`src/hw/rtl/slrw_pkg.sv`:
```
// shared types, constants and helpers of the lattice random walk core
// no dependencies
package slrw_pkg;

  // default configuration of the core
  localparam int MAX_WALK_DEF    = 64;
  localparam int QUEUE_DEPTH_DEF = 2;

  // field widths
  localparam int COORD_W   = 32;
  localparam int SEED_W    = 64;
  localparam int WLEN_W    = 7;
  localparam int STEP_W    = 6;
  localparam int CFG_IDX_W = 2;
  localparam int CFG_DAT_W = 32;

  // generator constants
  localparam logic [63:0] GOLDEN_INC = 64'h9e3779b97f4a7c15;
  localparam logic [63:0] MIX_MUL_A  = 64'hbf58476d1ce4e5b9;
  localparam logic [63:0] MIX_MUL_B  = 64'h94d049bb133111eb;

  // reset values of the configuration registers
  localparam logic [31:0]       MIN_HEIGHT_RST  = 32'sd0;
  localparam logic [31:0]       MAX_HEIGHT_RST  = 32'sd255;
  localparam logic [WLEN_W-1:0] WALK_LENGTH_RST = 7'd8;

  // configuration register indexes
  typedef enum logic [CFG_IDX_W-1:0] {
    CFG_MIN_HEIGHT  = 2'd0,
    CFG_MAX_HEIGHT  = 2'd1,
    CFG_WALK_LENGTH = 2'd2
  } cfg_reg_e;

  // unit moves, in the order of the mixed value modulo 6
  typedef enum logic [2:0] {
    MOVE_XP = 3'd0,
    MOVE_XN = 3'd1,
    MOVE_YP = 3'd2,
    MOVE_YN = 3'd3,
    MOVE_ZP = 3'd4,
    MOVE_ZN = 3'd5
  } move_e;

  // classified request travelling from front to walker
  typedef struct packed {
    logic signed [COORD_W-1:0] x;
    logic signed [COORD_W-1:0] y;
    logic signed [COORD_W-1:0] z;
    logic [SEED_W-1:0]         seed;
    logic [WLEN_W-1:0]         len;
    logic                      skip;
  } walk_req_t;

  // rebuild a residue mod 6 from its residues mod 2 and mod 3
  function automatic move_e move_from_residues(input logic par, input logic [1:0] r3);
    move_e mv;
    mv = MOVE_XP;
    case ({par, r3})
      3'b0_00: mv = MOVE_XP;
      3'b0_01: mv = MOVE_ZP;
      3'b0_10: mv = MOVE_YP;
      3'b1_00: mv = MOVE_YN;
      3'b1_01: mv = MOVE_XN;
      3'b1_10: mv = MOVE_ZN;
      default: mv = MOVE_XP;
    endcase
    return mv;
  endfunction

endpackage

```
`src/hw/rtl/slrw_fifo.sv`:
```
// short request queue between the front and the walker
// depends on slrw_pkg for the request type
module slrw_fifo #(
  parameter int DEPTH = slrw_pkg::QUEUE_DEPTH_DEF
) (
  input  logic                 clk_i,
  input  logic                 rst_ni,
  input  logic                 push_i,
  input  slrw_pkg::walk_req_t  wdata_i,
  output logic                 full_o,
  input  logic                 pop_i,
  output logic                 valid_o,
  output slrw_pkg::walk_req_t  rdata_o
);

  localparam int PTR_W = (DEPTH > 1) ? $clog2(DEPTH) : 1;
  localparam int CNT_W = $clog2(DEPTH + 1);

  slrw_pkg::walk_req_t mem_q [DEPTH];
  logic [PTR_W-1:0] wr_ptr_q, wr_ptr_d;
  logic [PTR_W-1:0] rd_ptr_q, rd_ptr_d;
  logic [CNT_W-1:0] count_q, count_d;

  // pointer wrap
  function automatic logic [PTR_W-1:0] ptr_inc(input logic [PTR_W-1:0] p);
    return (p == PTR_W'(DEPTH - 1)) ? '0 : p + PTR_W'(1);
  endfunction

  // storage write, no reset on payload
  always_ff @(posedge clk_i) begin
    if (push_i) begin
      mem_q[wr_ptr_q] <= wdata_i;
    end
  end

  // pointer and fill count update
  always_comb begin
    wr_ptr_d = push_i ? ptr_inc(wr_ptr_q) : wr_ptr_q;
    rd_ptr_d = pop_i ? ptr_inc(rd_ptr_q) : rd_ptr_q;
    count_d  = count_q;
    if (push_i && !pop_i) begin
      count_d = count_q + CNT_W'(1);
    end else if (pop_i && !push_i) begin
      count_d = count_q - CNT_W'(1);
    end
  end

  always_ff @(posedge clk_i or negedge rst_ni) begin
    if (!rst_ni) begin
      wr_ptr_q <= '0;
      rd_ptr_q <= '0;
      count_q  <= '0;
    end else begin
      wr_ptr_q <= wr_ptr_d;
      rd_ptr_q <= rd_ptr_d;
      count_q  <= count_d;
    end
  end

  assign full_o  = (count_q == CNT_W'(DEPTH));
  assign valid_o = (count_q != '0);
  assign rdata_o = mem_q[rd_ptr_q];

endmodule

```
`src/hw/rtl/slrw_front.sv`:
```
// front end: configuration registers, request intake and classification
// depends on slrw_pkg
module slrw_front #(
  parameter int MAX_WALK = slrw_pkg::MAX_WALK_DEF
) (
  input  logic                                   clk_i,
  input  logic                                   rst_ni,
  input  logic                                   cfg_we_i,
  input  logic [slrw_pkg::CFG_IDX_W-1:0]         cfg_idx_i,
  input  logic [slrw_pkg::CFG_DAT_W-1:0]         cfg_wdata_i,
  input  logic                                   in_valid_i,
  output logic                                   in_stall_o,
  input  logic signed [slrw_pkg::COORD_W-1:0]    origin_x_i,
  input  logic signed [slrw_pkg::COORD_W-1:0]    origin_y_i,
  input  logic signed [slrw_pkg::COORD_W-1:0]    origin_z_i,
  input  logic [slrw_pkg::SEED_W-1:0]            walk_seed_i,
  input  logic                                   q_full_i,
  output logic                                   push_o,
  output slrw_pkg::walk_req_t                    req_o
);

  localparam logic [slrw_pkg::WLEN_W-1:0] MAX_LEN = slrw_pkg::WLEN_W'(MAX_WALK);

  logic signed [slrw_pkg::COORD_W-1:0] min_height_q;
  logic signed [slrw_pkg::COORD_W-1:0] max_height_q;
  logic [slrw_pkg::WLEN_W-1:0]         walk_length_q;
  logic [slrw_pkg::WLEN_W-1:0]         len_sat;
  logic                                out_of_range;

  // configuration registers
  always_ff @(posedge clk_i or negedge rst_ni) begin
    if (!rst_ni) begin
      min_height_q  <= slrw_pkg::MIN_HEIGHT_RST;
      max_height_q  <= slrw_pkg::MAX_HEIGHT_RST;
      walk_length_q <= slrw_pkg::WALK_LENGTH_RST;
    end else if (cfg_we_i) begin
      case (cfg_idx_i)
        slrw_pkg::CFG_MIN_HEIGHT:  min_height_q  <= cfg_wdata_i;
        slrw_pkg::CFG_MAX_HEIGHT:  max_height_q  <= cfg_wdata_i;
        slrw_pkg::CFG_WALK_LENGTH: walk_length_q <= cfg_wdata_i[slrw_pkg::WLEN_W-1:0];
        default: ;
      endcase
    end
  end

  // height window check and length clamp
  always_comb begin
    out_of_range = (origin_y_i < min_height_q) || (max_height_q < origin_y_i);
    len_sat      = (walk_length_q > MAX_LEN) ? MAX_LEN : walk_length_q;
  end

  // classified request into the queue
  always_comb begin
    req_o.x    = origin_x_i;
    req_o.y    = origin_y_i;
    req_o.z    = origin_z_i;
    req_o.seed = walk_seed_i;
    req_o.len  = len_sat;
    req_o.skip = out_of_range || (len_sat == '0);
  end

  assign push_o     = in_valid_i && !q_full_i;
  assign in_stall_o = q_full_i;

endmodule

```
`src/hw/rtl/slrw_walker.sv`:
```
// back end: walk sequencer with the shared mixer datapath and output register
// depends on slrw_pkg
module slrw_walker #(
  parameter int MAX_WALK = slrw_pkg::MAX_WALK_DEF
) (
  input  logic                                  clk_i,
  input  logic                                  rst_ni,
  input  logic                                  q_valid_i,
  input  slrw_pkg::walk_req_t                   req_i,
  output logic                                  q_pop_o,
  output logic                                  out_valid_o,
  input  logic                                  out_stall_i,
  output logic signed [slrw_pkg::COORD_W-1:0]   pos_x_o,
  output logic signed [slrw_pkg::COORD_W-1:0]   pos_y_o,
  output logic signed [slrw_pkg::COORD_W-1:0]   pos_z_o,
  output logic [slrw_pkg::STEP_W-1:0]           step_index_o,
  output logic                                  skipped_o,
  output logic                                  last_o
);

  localparam int CNT_W = $clog2(MAX_WALK + 1);
  localparam int IDX_W = (MAX_WALK > 1) ? $clog2(MAX_WALK) : 1;

  typedef enum logic [8:0] {
    ST_IDLE = 9'b000000001,
    ST_EMIT = 9'b000000010,
    ST_ADV  = 9'b000000100,
    ST_MUL1 = 9'b000001000,
    ST_SUM1 = 9'b000010000,
    ST_MUL2 = 9'b000100000,
    ST_SUM2 = 9'b001000000,
    ST_MOD1 = 9'b010000000,
    ST_MOD2 = 9'b100000000
  } walk_state_e;

  walk_state_e state_q, state_d;

  logic signed [slrw_pkg::COORD_W-1:0] cur_x_q, cur_x_d;
  logic signed [slrw_pkg::COORD_W-1:0] cur_y_q, cur_y_d;
  logic signed [slrw_pkg::COORD_W-1:0] cur_z_q, cur_z_d;
  logic [63:0]      gen_q, gen_d;
  logic [63:0]      v_q, v_d;
  logic [63:0]      pp_ll_q;
  logic [31:0]      pp_lh_q, pp_hl_q;
  logic [17:0]      fold_q, fold_d;
  logic             par_q, par_d;
  logic [CNT_W-1:0] len_q, len_d;
  logic [IDX_W-1:0] step_q, step_d;
  logic             skip_q, skip_d;

  logic                                out_valid_q, out_valid_d;
  logic                                out_load;
  logic signed [slrw_pkg::COORD_W-1:0] out_x_q, out_y_q, out_z_q;
  logic [slrw_pkg::STEP_W-1:0]         out_step_q;
  logic                                out_skip_q, out_last_q;

  logic        out_free;
  logic        is_last;
  logic        fin;
  logic [63:0] gen_adv;
  logic [63:0] mul_k;
  logic [63:0] prod_ll;
  logic [31:0] prod_lh, prod_hl;
  logic [63:0] prod_sum;
  logic [9:0]  f1;
  logic [5:0]  f2;
  logic [3:0]  f3;
  logic [2:0]  f4;
  logic [1:0]  r3;
  slrw_pkg::move_e mv;

  // partial products of the low 64 bits of a 64x64 multiply
  assign mul_k    = (state_q == ST_MUL2) ? slrw_pkg::MIX_MUL_B : slrw_pkg::MIX_MUL_A;
  assign prod_ll  = 64'(v_q[31:0]) * 64'(mul_k[31:0]);
  assign prod_lh  = v_q[31:0] * mul_k[63:32];
  assign prod_hl  = v_q[63:32] * mul_k[31:0];
  assign prod_sum = pp_ll_q + {pp_lh_q + pp_hl_q, 32'h0};

  assign gen_adv = gen_q + slrw_pkg::GOLDEN_INC;

  // residue mod 3 of the mixed value, folded down from 16-bit chunk sum
  always_comb begin
    f1 = 10'(fold_q[7:0]) + 10'(fold_q[15:8]) + 10'(fold_q[17:16]);
    f2 = 6'(f1[3:0]) + 6'(f1[7:4]) + 6'(f1[9:8]);
    f3 = 4'(f2[1:0]) + 4'(f2[3:2]) + 4'(f2[5:4]);
    f4 = 3'(f3[1:0]) + 3'(f3[3:2]);
    r3 = (f4 >= 3'd3) ? 2'(f4 - 3'd3) : f4[1:0];
    mv = slrw_pkg::move_from_residues(par_q, r3);
  end

  assign out_free = !out_valid_q || !out_stall_i;
  assign is_last  = ((CNT_W'(step_q) + CNT_W'(1)) == len_q);
  assign fin      = skip_q || is_last;

  // sequencer
  always_comb begin
    state_d  = state_q;
    cur_x_d  = cur_x_q;
    cur_y_d  = cur_y_q;
    cur_z_d  = cur_z_q;
    gen_d    = gen_q;
    v_d      = v_q;
    fold_d   = fold_q;
    par_d    = par_q;
    len_d    = len_q;
    step_d   = step_q;
    skip_d   = skip_q;
    q_pop_o  = 1'b0;
    out_load = 1'b0;
    case (state_q)
      ST_IDLE: begin
        if (q_valid_i) begin
          q_pop_o = 1'b1;
          cur_x_d = req_i.x;
          cur_y_d = req_i.y;
          cur_z_d = req_i.z;
          gen_d   = req_i.seed;
          len_d   = CNT_W'(req_i.len);
          skip_d  = req_i.skip;
          step_d  = '0;
          state_d = ST_EMIT;
        end
      end
      ST_EMIT: begin
        if (out_free) begin
          out_load = 1'b1;
          state_d  = fin ? ST_IDLE : ST_ADV;
        end
      end
      ST_ADV: begin
        gen_d   = gen_adv;
        v_d     = gen_adv ^ (gen_adv >> 30);
        state_d = ST_MUL1;
      end
      ST_MUL1: begin
        state_d = ST_SUM1;
      end
      ST_SUM1: begin
        v_d     = prod_sum ^ (prod_sum >> 27);
        state_d = ST_MUL2;
      end
      ST_MUL2: begin
        state_d = ST_SUM2;
      end
      ST_SUM2: begin
        v_d     = prod_sum ^ (prod_sum >> 31);
        state_d = ST_MOD1;
      end
      ST_MOD1: begin
        fold_d  = 18'(v_q[15:0]) + 18'(v_q[31:16]) + 18'(v_q[47:32]) + 18'(v_q[63:48]);
        par_d   = v_q[0];
        state_d = ST_MOD2;
      end
      ST_MOD2: begin
        case (mv)
          slrw_pkg::MOVE_XP: cur_x_d = cur_x_q + 32'sd1;
          slrw_pkg::MOVE_XN: cur_x_d = cur_x_q - 32'sd1;
          slrw_pkg::MOVE_YP: cur_y_d = cur_y_q + 32'sd1;
          slrw_pkg::MOVE_YN: cur_y_d = cur_y_q - 32'sd1;
          slrw_pkg::MOVE_ZP: cur_z_d = cur_z_q + 32'sd1;
          default:           cur_z_d = cur_z_q - 32'sd1;
        endcase
        step_d  = step_q + IDX_W'(1);
        state_d = ST_EMIT;
      end
      default: begin
        state_d = ST_IDLE;
      end
    endcase
  end

  // control state
  always_ff @(posedge clk_i or negedge rst_ni) begin
    if (!rst_ni) begin
      state_q <= ST_IDLE;
    end else begin
      state_q <= state_d;
    end
  end

  // walk datapath registers
  always_ff @(posedge clk_i) begin
    cur_x_q <= cur_x_d;
    cur_y_q <= cur_y_d;
    cur_z_q <= cur_z_d;
    gen_q   <= gen_d;
    v_q     <= v_d;
    fold_q  <= fold_d;
    par_q   <= par_d;
    len_q   <= len_d;
    step_q  <= step_d;
    skip_q  <= skip_d;
    if ((state_q == ST_MUL1) || (state_q == ST_MUL2)) begin
      pp_ll_q <= prod_ll;
      pp_lh_q <= prod_lh;
      pp_hl_q <= prod_hl;
    end
  end

  // output register
  always_comb begin
    out_valid_d = out_valid_q && out_stall_i;
    if (out_load) begin
      out_valid_d = 1'b1;
    end
  end

  always_ff @(posedge clk_i or negedge rst_ni) begin
    if (!rst_ni) begin
      out_valid_q <= 1'b0;
    end else begin
      out_valid_q <= out_valid_d;
    end
  end

  always_ff @(posedge clk_i) begin
    if (out_load) begin
      out_x_q    <= cur_x_q;
      out_y_q    <= cur_y_q;
      out_z_q    <= cur_z_q;
      out_step_q <= slrw_pkg::STEP_W'(step_q);
      out_skip_q <= skip_q;
      out_last_q <= fin;
    end
  end

  assign out_valid_o  = out_valid_q;
  assign pos_x_o      = out_x_q;
  assign pos_y_o      = out_y_q;
  assign pos_z_o      = out_z_q;
  assign step_index_o = out_step_q;
  assign skipped_o    = out_skip_q;
  assign last_o       = out_last_q;

endmodule

```
`src/hw/rtl/splitmix_lattice_random_walk_core.sv`:
```
// Lattice random walk core. A request (origin, seed) enters on the input
// channel and yields one result per walk position on the output channel.
// Both channels use valid/stall; a transaction completes on a clock edge
// with valid high and stall low.
// Config is a write port (cfg_we_i, cfg_idx_i, cfg_wdata_i): min_height,
// max_height, walk_length. The user must write it only while the core is
// idle; the core itself does not enforce this. A rejected request (height
// outside the window or zero length) gives one result with skipped and
// last set. A request's first result goes from the queue through the
// walker's emit state into the output register; each further move runs
// the mixer through one shared set of three 32x32 partial-product
// multipliers twice, then folds the value to its residue mod 6. The
// walker takes the next request from the queue only when a walk is done.
// A two-entry request queue sits between intake and walker, so two more
// requests are taken while a walk runs; in_stall_o rises when it is full.
// When the receiver stalls, the result holds in the output register and
// the walker waits. Reset clears the queue, walker and output valid and
// loads the default config.
// depends on slrw_pkg, slrw_front, slrw_fifo and slrw_walker
module splitmix_lattice_random_walk_core #(
  parameter int MAX_WALK    = slrw_pkg::MAX_WALK_DEF,
  parameter int QUEUE_DEPTH = slrw_pkg::QUEUE_DEPTH_DEF
) (
  input  logic                                 clk_i,
  input  logic                                 rst_ni,
  input  logic                                 cfg_we_i,
  input  logic [slrw_pkg::CFG_IDX_W-1:0]       cfg_idx_i,
  input  logic [slrw_pkg::CFG_DAT_W-1:0]       cfg_wdata_i,
  input  logic                                 in_valid_i,
  output logic                                 in_stall_o,
  input  logic signed [slrw_pkg::COORD_W-1:0]  origin_x_i,
  input  logic signed [slrw_pkg::COORD_W-1:0]  origin_y_i,
  input  logic signed [slrw_pkg::COORD_W-1:0]  origin_z_i,
  input  logic [slrw_pkg::SEED_W-1:0]          walk_seed_i,
  output logic                                 out_valid_o,
  input  logic                                 out_stall_i,
  output logic signed [slrw_pkg::COORD_W-1:0]  pos_x_o,
  output logic signed [slrw_pkg::COORD_W-1:0]  pos_y_o,
  output logic signed [slrw_pkg::COORD_W-1:0]  pos_z_o,
  output logic [slrw_pkg::STEP_W-1:0]          step_index_o,
  output logic                                 skipped_o,
  output logic                                 last_o
);

  logic                q_push;
  logic                q_full;
  logic                q_pop;
  logic                q_valid;
  slrw_pkg::walk_req_t q_wdata;
  slrw_pkg::walk_req_t q_rdata;

  // intake and classification
  slrw_front #(
    .MAX_WALK(MAX_WALK)
  ) u_front (
    .clk_i       (clk_i),
    .rst_ni      (rst_ni),
    .cfg_we_i    (cfg_we_i),
    .cfg_idx_i   (cfg_idx_i),
    .cfg_wdata_i (cfg_wdata_i),
    .in_valid_i  (in_valid_i),
    .in_stall_o  (in_stall_o),
    .origin_x_i  (origin_x_i),
    .origin_y_i  (origin_y_i),
    .origin_z_i  (origin_z_i),
    .walk_seed_i (walk_seed_i),
    .q_full_i    (q_full),
    .push_o      (q_push),
    .req_o       (q_wdata)
  );

  // request queue
  slrw_fifo #(
    .DEPTH(QUEUE_DEPTH)
  ) u_fifo (
    .clk_i   (clk_i),
    .rst_ni  (rst_ni),
    .push_i  (q_push),
    .wdata_i (q_wdata),
    .full_o  (q_full),
    .pop_i   (q_pop),
    .valid_o (q_valid),
    .rdata_o (q_rdata)
  );

  // walk sequencer
  slrw_walker #(
    .MAX_WALK(MAX_WALK)
  ) u_walker (
    .clk_i        (clk_i),
    .rst_ni       (rst_ni),
    .q_valid_i    (q_valid),
    .req_i        (q_rdata),
    .q_pop_o      (q_pop),
    .out_valid_o  (out_valid_o),
    .out_stall_i  (out_stall_i),
    .pos_x_o      (pos_x_o),
    .pos_y_o      (pos_y_o),
    .pos_z_o      (pos_z_o),
    .step_index_o (step_index_o),
    .skipped_o    (skipped_o),
    .last_o       (last_o)
  );

endmodule

```
`config.mk`:
```
export PLATFORM = sky130hd
export DESIGN_NAME = splitmix_lattice_random_walk_core
export DESIGN_NICKNAME = d
export VERILOG_FILES = /design/src/hw/rtl/slrw_pkg.sv /design/src/hw/rtl/slrw_fifo.sv /design/src/hw/rtl/slrw_front.sv /design/src/hw/rtl/slrw_walker.sv /design/src/hw/rtl/splitmix_lattice_random_walk_core.sv
export SDC_FILE = /design/constraint.sdc
export NUM_CORES = 2
export LEC_CHECK = 0
export BUFFER_PORTS_ARGS = -buffer_cell sky130_fd_sc_hd__buf_2
export CAP_MARGIN = 20
export CORE_MARGIN = 2
export CORE_UTILIZATION = 40
export DETAILED_ROUTE_END_ITERATION = 7
export SLEW_MARGIN = 40
export SYNTH_ARGS = -nofsm -noshare
export SYNTH_HDL_FRONTEND = slang
export SYNTH_HIERARCHICAL = 1
export SYNTH_SLANG_ARGS = --single-unit
```
`constraint.sdc`:
```
create_clock -name clk_i -period 11.2 [get_ports clk_i]
set_input_delay 2.24 -clock clk_i [delete_from_list [all_inputs] [get_ports clk_i]]
set_output_delay 2.24 -clock clk_i [all_outputs]
set_load 0.03 [all_outputs]
```
Yosys cells after proc, flatten, opt, wreduce, memory -nomap -nowiden
Memory sizes are Yosys's and may differ from the RTL's.
Cells that the tools add are included.
{ "word_totals": {"regBits": 574, "mem_count": 1, "ramBits": 336} }
{ "op_classes": {"n_bitwise": 3, "n_mul": 3, "n_lt_le_gt_ge": 4, "reduce_logical": 33, "muxes": 33, "eq_ne": 27, "addsub": 26} }
{ "mem_list": {"columns": ["name", "depth", "width", "rd", "rd_clocked_by_memory_dff", "wr", "line_no", "text"], "rows": [
  ["u_fifo.mem_q", 2, 168, 1, 0, 1, "slrw_fifo.sv:19", "slrw_pkg::walk_req_t mem_q [DEPTH];"]
]} }
{ "ops": {"columns": ["op", "count"], "rows": [
  ["$pmux W32 S2", 6],
  ["$pmux W64 S3", 1],
  ["$pmux W64 S2", 1],
  ["$add A32 B2 Y32 const B", 3],
  ["$mux W32", 3],
  ["$sub A32 B2 Y32 const B", 3],
  ["$pmux W9 S9", 1],
  ["$add A64 B64 Y64", 1],
  ["$add A64 B64 Y64 const B", 1],
  ["$lt A32 B32 Y1", 2],
  ["$mul A32 B32 Y32", 2],
  ["$mul A32 B32 Y64", 1],
  ["$mux W64", 1],
  ["$xor A64 B33 Y64", 1],
  ["$xor A64 B34 Y64", 1],
  ["$xor A64 B37 Y64", 1],
  ["$mux W62", 1],
  ["$add A18 B16 Y18", 2],
  ["$add A32 B32 Y32", 1],
  ["$mux W9", 2],
  ["$add A16 B16 Y17", 1],
  ["$pmux W3 S5", 1],
  ["$reduce_and A2 Y1", 7],
  ["$eq A3 B3 Y1 const B", 4],
  ["47 further kinds", 81]
]} }

Logic depth before layout (Yosys ltp)
{ "logic_depth": {"depth_word": 15, "depth_mapped": 44, "depth_no_buf": 42} }

Hierarchy
Netlist, hierarchy kept.
{ "modules_own_cells": {"columns": ["module", "cells_each", "area_each_um2", "instances"], "rows": [
  ["slrw_walker", 7357, 75148.3, 1],
  ["slrw_fifo", 539, 12732.2, 1],
  ["slrw_front", 582, 5480.3, 1]
]} }

Least setup slack after synthesis
No wires, ideal clock.
{ "synth_timing": {"kind": "input to register", "from": "input port in_valid_i", "to": "memory u_fifo/mem_q[0][0] (netlist bit) (enable)", "slack_ns": 0.597, "required_time_ns": 10.482, "cell_stages": 2, "setup_ns": 0.718, "t_arrival_ns": 9.885, "cell_sequence": "nor2b_1 > nor2b_1"} }
{ "synth_via": {"elab_chain_len": 3} }
{ "synth_lines": {"columns": ["element", "line_no", "text"], "rows": [
  ["start: declaration", "splitmix_lattice_random_walk_core.sv:29", "input logic in_valid_i,"],
  ["$logic_and A1 B1 Y1", "slrw_front.sv:62", "assign push_o = in_valid_i && !q_full_i;"],
  ["$mux W1", "slrw_fifo.sv:31", "if (push_i) begin"],
  ["$mux W1 (not written as such)", "slrw_fifo.sv:32", "mem_q[wr_ptr_q] <= wdata_i;"],
  ["end: declaration", "slrw_fifo.sv:19", null]
]} }
No other way between the ends.

Worst setup path after layout
{ "layout_timing": {"from": "register u_walker.state_q[1]", "to": "register u_walker.pp_ll_q[62], data pin"} }
{ "layout_via": {"elab_chain_len": 3} }
{ "layout_lines": {"columns": ["element", "line_no", "text"], "rows": [
  ["start: declaration", "slrw_walker.sv:36", "walk_state_e state_q, state_d;"],
  ["start signal: assignment", "slrw_walker.sv:177", "state_q <= state_d;"],
  ["$eq A9 B6 Y1", "slrw_walker.sv:73", "assign mul_k = (state_q == ST_MUL2) ? slrw_pkg::MIX_MUL_B : slrw_pkg::MIX_MUL_A;"],
  ["$mux W62", "slrw_walker.sv:73", null],
  ["$mul A32 B32 Y64", "slrw_walker.sv:74", "assign prod_ll = 64'(v_q[31:0]) * 64'(mul_k[31:0]);"],
  ["net u_walker.prod_ll[62]", "slrw_walker.sv:62", "logic [63:0] prod_ll;"],
  ["end signal: assignment", "slrw_walker.sv:194", "pp_ll_q <= prod_ll;"],
  ["end: declaration", "slrw_walker.sv:43", "logic [63:0] pp_ll_q;"]
]} }
The timed path passes the listed nets, and every way through them passes these cells.
A chain may end at the register's enable or synchronous reset.

==> results.cfg <==
[floorplan]
rows = 177
die_x_microns = 487
die_area_sq_mm = 0.237
initial_core_util = 0.402
die_h_microns = 487
ioPinCount = 305
core_sq_mm = 0.232

[timing]
tightest_slew_ns = 1.02
fin_skew_ns = 0.0879
setup-tns-final_ns = 0
clock.fmax_ghz = 0.0939
rsz0062_at_grt = no
final-max-slew-violation-count = 0
fin_crit_sh = 0.951
period_needed_ns = 10.65
hold_viol = 0
relSlewSlack = 0.317
finalSetupViolations = 0

[critical_path]
crit_type = reg2reg
reg2reg_slack_ns = 0.55
slowest_stage = or4b_2
critPathLaunchType = register
r2r-end = u_walker/pp_ll_q[62]$_DFFE_PP_
crit_required_ns = 11.69
r2r_start = u_walker/state_q[1]$_DFFE_PN0P_
cp_data_arrival_time_ns = 11.14
cpLargestDelayFamily = adder cells
worst_path_largest_cell_delay_ns = 1.03
r2r_cells = 31
crit_fanout = 18
cpMostUsedCell = fa_1
end_kind = register
crit_buf_inv = 7

[synth]
synthCells = 8478
yosysSeqAreaShare = 0.288
synth_edf_count = 823
synth_area_sq_mm = 0.0934
ys_warn_count = 6
synth-seq-cells = 908
yosysUniqueCellTypes = 99
syn_avg_cell_area_sq_um = 11.0
synth.area.top_cells = fa_1 27%, edfxtp_1 26%, ha_1 13%
yosysTopAreaCell = fa_1
yosys.area.top_type_share = 0.267
synthFlopType = edfxtp_1
async_flop_share = 0.0936

[clocking]
clockRootBuffer = clkbuf_16
ctsHoldBuffers = 0
clkTransAtPathRegs_ns = 0.06
cts_made_buffers = 100
clockBufferDepth = 3
clock_latency_ns = 0.75
cts_tree = built
htree_levels = 3
cts_resized = 0
cts_post_setup_buffers_inserted = 0
cts.sinks = 908

[routing]
drt_iter0_drc = 4840
wl_per_cell_microns = 22.6
drt.antenna.violating_nets = 0
route.vias.total = 61100
vias_per_cell = 5.16
drt-pass1-iter-count = 6
route.detailed.drc = 0
wl_microns = 268000

[run]
max-cap-violations = 0

[placement]
gp_congestion = 0.953
port_buffers = 304
hpwl_microns = 220000

[worst_hold_path]
hold_end = u_walker/pos_z_o[8]$_DFFE_PP_
hp-class = reg2reg
holdPathStages = 0
min_from = u_walker/cur_z_q[8]$_DFFE_PP_

[grt]
antenna_found_initial = 21
grt_pass1_vias = 64600
track_usage = 0.228
gr-total-overflow = 0
grt_pass1_wl_microns = 404000
grt_max_degree = 82

[cells_and_area]
nets = 11200
drive_gt1_frac = 0.101
area_growth_pct = 8.95

[status]
outcome = finished clean
-- registers in the layout, summed over array words and instances, names as in the netlist, 7 cells and up --
signal	cells
u_walker/cur_x_q	32
u_walker/state_q	9
u_walker/pp_lh_q	30
u_walker/cur_y_q	32
u_front/walk_length_q	7
u_walker/fold_q	18
u_walker/v_q	64
u_fifo/mem_q	336
u_walker/pos_x_o	32
u_front/max_height_q	32
u_walker/pos_z_o	32
u_walker/pos_y_o	32
u_walker/len_q	7
u_walker/cur_z_q	32
u_front/min_height_q	32
u_walker/gen_q	64
u_walker/pp_hl_q	32
u_walker/pp_ll_q	64
-- routing by layer --
| metal | vias to the layer above | part of all wire | GRT usage |
|---|---|---|---|
| met5 | - | 0.00010 | 0 |
| met4 | 4 | 0.043 | 0.0852 |
| met3 | 504 | 0.077 | 0.0475 |
| met2 | 2096 | 0.46 | 0.361 |
| met1 | 30800 | 0.42 | 0.308 |
| li1 | 27700 | - | - |
-- layout by cell type (no fill, tap or decap), types with 15 or more instances in the layout --
cell type	synthesis	routed
dfrtp_1	75	74
mux2_4	101	101
mux2_2	106	106
mux2_1	17	17
nand4_1	34	34
nand2_1	560	560
nand3_1	59	57
fa_1	1243	1243
a21o_1	142	142
and2_1	25	23
ha_1	1005	1005
a21oi_1	285	281
nand2b_1	47	47
xor2_1	165	162
clkinv_1	0	17
o31ai_1	15	15
or3_1	21	21
buf_2	6	303
a211oi_1	27	27
clkbuf_1	155	17
and3_1	26	26
o21a_1	50	50
inv_1	1922	1920
o21bai_1	46	46
clkinv_2	0	17
nor2b_1	38	37
a31oi_1	18	18
clkbuf_16	0	101
o21ai_0	363	362
conb_1	2	55
xnor2_1	316	299
nor2_1	251	245
buf_4	161	117
or2_2	17	16
edfxtp_1	823	823
o22ai_1	24	24
nor3_1	57	57
xnor2_2	0	17
-- worst max path at each step --
| stage | start | to | slack, ns | depth (start not counted) |
|---|---|---|---|---|
| final | u_walker/state_q[1]$_DFFE_PN0P_ | u_walker/pp_ll_q[62]$_DFFE_PP_ | 0.55 | 31 |
| after global routing | u_walker/state_q[1]$_DFFE_PN0P_ | u_walker/pp_ll_q[62]$_DFFE_PP_ | 0.07 | 29 |
| after CTS | u_walker/state_q[1]$_DFFE_PN0P_ | u_walker/pp_ll_q[62]$_DFFE_PP_ | 0.61 | 31 |
| after detailed placement | u_walker/state_q[1]$_DFFE_PN0P_ | u_walker/pp_ll_q[62]$_DFFE_PP_ | 0.62 | 31 |
| after global placement | u_walker/state_q[1]$_DFFE_PN0P_ | u_walker/pp_ll_q[62]$_DFFE_PP_ | 0.68 | 31 |
| after floorplan | in_valid_i | u_fifo/mem_q[0][0]$_DFFE_PP_ | 0.60 | 2 |
-- through the flow --
stage,cell area (sq um),cells,setup slack (ns),hold slack (ns),util
finish,102000,11900,0.554,0.446,0.438
global route,102000,11900,0.0653,0.465,0.438
CTS,102000,11800,0.607,0.460,0.437
detailed placement,98200,11700,0.616,0.447,0.423
global placement,97900,11700,0.679,0.447,0.421
floorplan,93600,8531,0.597,0.428,-
-- cell type report --
class | instances | area, sq um
tap | 3043 | 3810
clock buffer | 121 | 2630
inverter | 1922 | 7210
clock inverter | 60 | 763
antenna | 6 | 15.0
timing repair buffer | 439 | 2690
fill | 21700 | 131000
multi-input combinational | 5352 | 57700
sequential | 908 | 26900
-- synth_stat cells, types with 15 or more instances --
| cell | count |
|---|---|
| mux2_4 | 101 |
| a21oi_1 | 285 |
| nand3_1 | 59 |
| mux2_2 | 106 |
| nor2b_1 | 38 |
| nor3_1 | 57 |
| dfrtp_1 | 75 |
| or2_2 | 17 |
| a21o_1 | 142 |
| o31ai_1 | 15 |
| xor2_1 | 165 |
| nand2_1 | 560 |
| fa_1 | 1243 |
| o22ai_1 | 24 |
| a31oi_1 | 18 |
| nand4_1 | 34 |
| and2_1 | 25 |
| o21bai_1 | 46 |
| ha_1 | 1005 |
| o21ai_0 | 363 |
| a211oi_1 | 27 |
| inv_1 | 1922 |
| buf_4 | 161 |
| o21a_1 | 50 |
| or3_1 | 21 |
| and3_1 | 26 |
| mux2_1 | 17 |
| nor2_1 | 251 |
| clkbuf_1 | 155 |
| xnor2_1 | 316 |
| edfxtp_1 | 823 |
| nand2b_1 | 47 |
-- kinds of logic after synthesis --
logic type,after synthesis,share of synthesized area
compound gates,1143,0.0769
xor+xnor,483,0.0455
fa+ha+maj,2248,0.401
buf+inv,2271,0.0990
flops,908,0.288
mux,232,0.0319
other cells,2,0.0000804
simple gates,1191,0.0577
Power is not shown: default switching activity piles up to over one toggle a cycle in this logic, so the estimate is an artifact.
